### src/rtl/tmem_texel_decode_convert_assert.svh
// ----------------------------------------------------------------------------
// Assertion macros for the texture memory texel decoder
// Concurrent assertion wrappers that can be compiled out with ASSERT_OFF.
// ----------------------------------------------------------------------------
`ifndef TMEM_TEXEL_DECODE_CONVERT_ASSERT_SVH
`define TMEM_TEXEL_DECODE_CONVERT_ASSERT_SVH
`ifndef ASSERT_OFF
`define ASSERT_IMPLY(label, clk, rst_n, a, b) \
  label: assert property (@(posedge clk) disable iff (!rst_n) (a) |-> (b)) \
    else $error("assertion failed");
`define ASSERT_NEXT(label, clk, rst_n, a, b) \
  label: assert property (@(posedge clk) disable iff (!rst_n) (a) |=> (b)) \
    else $error("assertion failed");
`else
`define ASSERT_IMPLY(label, clk, rst_n, a, b)
`define ASSERT_NEXT(label, clk, rst_n, a, b)
`endif
`endif

### src/rtl/ttdc_pkg.sv
// ----------------------------------------------------------------------------
// Texel decoder package
// Shared types and constants for the texel fetch and decode block.
// ----------------------------------------------------------------------------
`default_nettype none
package ttdc_pkg;
  localparam logic [2:0] FMT_RGBA = 3'd0;
  localparam logic [2:0] FMT_IA   = 3'd3;
  localparam logic [1:0] SIZE_4   = 2'd0;
  localparam logic [1:0] SIZE_8   = 2'd1;
  localparam logic [1:0] SIZE_16  = 2'd2;
  localparam logic [1:0] SIZE_32  = 2'd3;
  localparam logic [1:0] PAL_NONE = 2'd0;
  localparam logic [1:0] PAL_IA16 = 2'd2;
  localparam logic [11:0] PAL_BASE  = 12'h800;
  localparam logic [11:0] MASK_FULL = 12'hFFF;
  localparam logic [11:0] MASK_HALF = 12'h7FF;

  localparam logic [2:0] REG_FORMAT  = 3'd0;
  localparam logic [2:0] REG_SIZE    = 3'd1;
  localparam logic [2:0] REG_PALMODE = 3'd2;
  localparam logic [2:0] REG_PALSEL  = 3'd3;
  localparam logic [2:0] REG_START   = 3'd4;
  localparam logic [2:0] REG_ROW     = 3'd5;

  // Byte fetch slots.
  localparam logic [2:0] SLOT_P0 = 3'd0;
  localparam logic [2:0] SLOT_P1 = 3'd1;
  localparam logic [2:0] SLOT_P2 = 3'd2;
  localparam logic [2:0] SLOT_P3 = 3'd3;
  localparam logic [2:0] SLOT_L0 = 3'd4;
  localparam logic [2:0] SLOT_L1 = 3'd5;

  typedef struct packed {
    logic [2:0] pixel_format;
    logic [1:0] pixel_size;
    logic [1:0] palette_mode;
    logic [3:0] palette_select;
    logic [11:0] texture_start;
    logic [12:0] row_bytes;
  } cfg_t;

  typedef struct packed {
    logic start;       // latch coordinates, begin row division
    logic div_step;    // one quotient bit
    logic rd_issue;    // issue memory read for slot
    logic [2:0] slot;  // slot being read / captured
    logic capture;     // capture read data into slot
    logic finish;      // load output register
  } cmd_t;

  typedef struct packed {
    logic div_done;
    logic need32;
  } sts_t;
endpackage
`default_nettype wire

### src/rtl/ttdc_ctrl.sv
// ----------------------------------------------------------------------------
// Texel decoder controller
// Sequences division, byte reads and the output register handshake.
// ----------------------------------------------------------------------------
`default_nettype none
module ttdc_ctrl
  import ttdc_pkg::*;
(
  input  wire logic clk,
  input  wire logic rst_n,
  input  wire logic in_fire,
  input  wire logic is_fetch,
  input  wire logic use_pal,
  input  wire sts_t sts,
  input  wire logic out_taken,
  output cmd_t      cmd,
  output logic      busy,
  output logic      out_valid
);
  localparam logic [2:0] S_IDLE = 3'd0;
  localparam logic [2:0] S_DIV  = 3'd1;
  localparam logic [2:0] S_RD   = 3'd2;
  localparam logic [2:0] S_CAP  = 3'd3;
  localparam logic [2:0] S_FIN  = 3'd4;

  logic [2:0] state_r, state_nxt, slot_r, slot_nxt;
  logic ov_r, ov_nxt;

  always_comb begin
    state_nxt = state_r;
    slot_nxt = slot_r;
    ov_nxt = ov_r && !out_taken;
    cmd = '0;
    cmd.slot = slot_r;
    case (state_r)
      S_IDLE: if (in_fire && is_fetch) begin
        cmd.start = 1'b1;
        state_nxt = S_DIV;
      end
      S_DIV: begin
        cmd.div_step = 1'b1;
        if (sts.div_done) begin
          slot_nxt = SLOT_P0;
          state_nxt = S_RD;
        end
      end
      S_RD: begin
        cmd.rd_issue = 1'b1;
        state_nxt = S_CAP;
      end
      S_CAP: begin
        cmd.capture = 1'b1;
        state_nxt = S_RD;
        case (slot_r)
          SLOT_P0: slot_nxt = use_pal ? SLOT_L0 : SLOT_P1;
          SLOT_P1: if (sts.need32) slot_nxt = SLOT_P2; else state_nxt = S_FIN;
          SLOT_P2: slot_nxt = SLOT_P3;
          SLOT_L0: slot_nxt = SLOT_L1;
          default: state_nxt = S_FIN;
        endcase
      end
      S_FIN: if (!ov_r) begin
        cmd.finish = 1'b1;
        ov_nxt = 1'b1;
        state_nxt = S_IDLE;
      end
      default: state_nxt = S_IDLE;
    endcase
  end

  assign busy = state_r != S_IDLE;
  assign out_valid = ov_r;

  always_ff @(posedge clk) begin
    if (!rst_n) begin
      state_r <= S_IDLE;
      slot_r <= SLOT_P0;
      ov_r <= 1'b0;
    end else begin
      state_r <= state_nxt;
      slot_r <= slot_nxt;
      ov_r <= ov_nxt;
    end
  end
endmodule
`default_nettype wire

### config.mk
export PLATFORM = sky130hd
export DESIGN_NAME = ttdc_ctrl
export DESIGN_NICKNAME = d
export VERILOG_FILES = /design/src/rtl/tmem_texel_decode_convert_assert.svh /design/src/rtl/ttdc_pkg.sv /design/src/rtl/ttdc_ctrl.sv
export SDC_FILE = /design/constraint.sdc
export NUM_CORES = 1
export LEC_CHECK = 0
export ABC_AREA = 1
export BUFFER_PORTS_ARGS = -buffer_cell sky130_fd_sc_hd__buf_2
export CORE_AREA = 4 4 41 43
export CTS_BUF_LIST = sky130_fd_sc_hd__clkbuf_16
export DETAILED_ROUTE_END_ITERATION = 10
export DIE_AREA = 0 0 45 47
export PLACE_DENSITY = 0.66
export REMOVE_ABC_BUFFERS = 1
export SYNTH_ARGS = -nofsm -noshare
export SYNTH_HDL_FRONTEND = slang
export SYNTH_SLANG_ARGS = --single-unit
### constraint.sdc
create_clock -name clk -period 1.6 [get_ports clk]
set_input_delay 0.48 -clock clk [delete_from_list [all_inputs] [get_ports clk]]
set_output_delay 0.48 -clock clk [all_outputs]
set_load 0.02 [all_outputs]
==> results.md <==
- Final number of hold-violating endpoints: 0
- Remaining antenna violation count: 0
- Number of stages on the worst hold path: 2
- Number of global-route vias before repair: 499
- Fin crit period: 1.58 ns
- Clock-pin slew on the worst setup and hold paths: 0.04 ns
- Post-synthesis sequential element count: 7
- Worst setup path category: flip-flop to primary output
- Horizontal extent of the die: approximately 45 um
- Tcrit/Tclk final: 98.8%
- Total GRT Usage: 13.8%
- Kind of start point of the critical path: flip-flop
- DP HPWL: a little over 900 um
- Average routed wire per standard cell: 11.1 um
- Post-Synthesis Mean Instance Area: 5.87 um^2
- Clk_lat worst skew: ~0.23 ns
- Number of instances in the synthesized netlist: 77
- Number of library cell types mapped by synthesis: 13
- Hold buffer count at CTS: 0
- Unrepaired setup endpoints after global routing: yes
- Number of buffers inserted during clock tree synthesis: 3
- Endpoint type of the worst setup path: primary output
- Worst Clk Skew: approximately 0.0014 ns
- Required time of the worst setup path: 1.12 ns
- Top post-synthesis cells by area: sky130_fd_sc_hd__dfxtp_1 (31%), sky130_fd_sc_hd__nand2_1 (17%), sky130_fd_sc_hd__nor2_1 (14%)
- Slew Limit Fails: 0
- Data arrival time of the worst path: 1.10 ns
- Number of antenna violations at the first check in global routing: 0
- Initial cell density of the core: a little over a third
- DIE AREA: 2120 um^2
- PD cells: 1220 nW/um^2
- Largest net degree at the start of global routing: 8
- 1st-pass router iterations: 4
- Nets: 109
- Core area: 1300 um^2
- Overall power: approximately 870 uW
- Area share of the largest cell type after synthesis: 31.0%
- I/O pin count: 18
- Initial drt markers: 15
- Remaining routing DRC violations: 0
- CTS root buf: sky130_fd_sc_hd__clkbuf_16
- HP Class: flip-flop to flip-flop
- Mapped Area: 452 um^2
- Number of setup violations in the final report: 0
- Post-Place Setup Slack: roughly 0.087 ns
- Highest-count cells in the layout ignoring fill and taps: sky130_fd_sc_hd__nand2_1 (18), sky130_fd_sc_hd__nor2_1 (15), sky130_fd_sc_hd__buf_2 (13)
- Maximum net fanout on the critical path: 5
- Standard cell area after detailed placement: 563 um^2
- Length in cells of the worst reg-to-reg path: 8
- Number of antenna diodes: 0
- Number of core rows: 13
- TNS Setup: 0 ns
- Most frequent standard cell in the layout excluding fill and tap cells: sky130_fd_sc_hd__nand2_1
- Post-layout instance area: 709 um^2
- Detailed-route vias per instance: 4.75
- Area growth, synth to finish: 57.1%
- Grt ovf: 0
- Number of synthesis warnings: 0
- Max IR drop VDD: roughly 0.57 mV
- Cell type with the highest aggregate area in the netlist: sky130_fd_sc_hd__dfxtp_1
- Run status: finished, final reports clean
- Clk sink count: 7
- Post-synthesis sequential area ratio: 31.0%
- Final WL: between 1 and 1.5 mm
- Reg-to-reg setup timing slack: roughly 0.32 ns
- RePlAce Congestion: between 0.8 and 0.9
- Number of H-tree levels: 1
- Count of port buffers added during placement: 17
- Number of buffers on the longest clock path: 2
- Leak pwr: 0.374 nW
- Worst Hold Slack: 0.539 ns
- Detailed-route via count: between 500 and 600
- FMAX: 0.633 GHz
- Maxcap violations: 0
- CTS tree: done
- Height of the chip: 47 um
- Smallest setup slack after layout: 0.0196 ns
- Slew at the pin with the worst max-slew slack: 0.268 ns
- Share of cells above drive strength 1: 34.0%
- First-pass GRT wire length: approximately 2.0 mm
- Worst slew slack as a fraction of its limit: 82.0%
synth_stat cells:
cell type	n
sky130_fd_sc_hd__a41oi_1	1
sky130_fd_sc_hd__inv_1	13
sky130_fd_sc_hd__nor2_1	17
sky130_fd_sc_hd__nand3_1	9
sky130_fd_sc_hd__nand4_1	1
sky130_fd_sc_hd__a21oi_1	3
sky130_fd_sc_hd__nor2_4	1
sky130_fd_sc_hd__o21a_1	1
sky130_fd_sc_hd__dfxtp_1	7
sky130_fd_sc_hd__o21bai_1	2
sky130_fd_sc_hd__o2111ai_1	1
sky130_fd_sc_hd__nand2_1	20
sky130_fd_sc_hd__nor4_1	1
metrics by stage:
step	instances	utilization, %
global placement	110	43.3
floorplan	77	-
finish	115	54.5
CTS	114	50.7
detailed placement	110	43.3
global route	115	54.5
power by group:
group	leakage, nW	switching (mW)	internal [mW]
combinational	0.272	0.135	0.0836
clock	0.0423	0.0983	0.325
sequential	0.0593	0.0304	0.194
registers in the layout, summed over array words and instances (netlist names):
name	cells
slot_r	3
out_valid	1
state_r	3
cells by family (layout without fill, tap and decap cells):
logic type / after synthesis / after routing / synth area share, %
AO/OA/AOI/OAI: 8 / 8 / 12.2
buffers and inverters: 13 / 36 / 10.8
flip-flops: 7 / 7 / 31.0
AND/OR/NAND/NOR: 49 / 49 / 46.0
critical path, cell delays in order, from the launching register on:
cell and delay, ns:
sky130_fd_sc_hd__dfxtp_4 0.39, sky130_fd_sc_hd__inv_4 0.06, sky130_fd_sc_hd__nor2_4 0.13, sky130_fd_sc_hd__inv_2 0.04, sky130_fd_sc_hd__nor2_1 0.10, sky130_fd_sc_hd__buf_4 0.15
worst paths after layout:
kind	start	end
worst max-delay path	state_r[0]	cmd[6]
worst min-delay path	slot_r[1]	slot_r[1]
worst max register to register	state_r[0]	slot_r[0]
worst min register to register	slot_r[1]	slot_r[1]
final cells by class:
type	count	area, um^2
Tap cell	15	18.8
Timing Repair Buffer	19	114
Fill cell	146	592
Clock buffer	3	75.1
Clock inverter	1	3.75
Multi-Input combinational cell	57	293
Inverter	13	53.8
Sequential cell	7	151
per-layer routing:
layer	track usage, %	wire length [um]
met5	0	0
met4	9.36	22
met3	4.21	128
met2	20.9	575
met1	16.6	545
timing repair:
item / CTS / global route
pin swaps: 1 / 4
setup buffers: 0 / 1
gates resized for setup: 7 / 16
setup endpoints to repair: 6 / 5
cloned: 0 / 0
No activity file was read; power rests on OpenSTA's default activity.
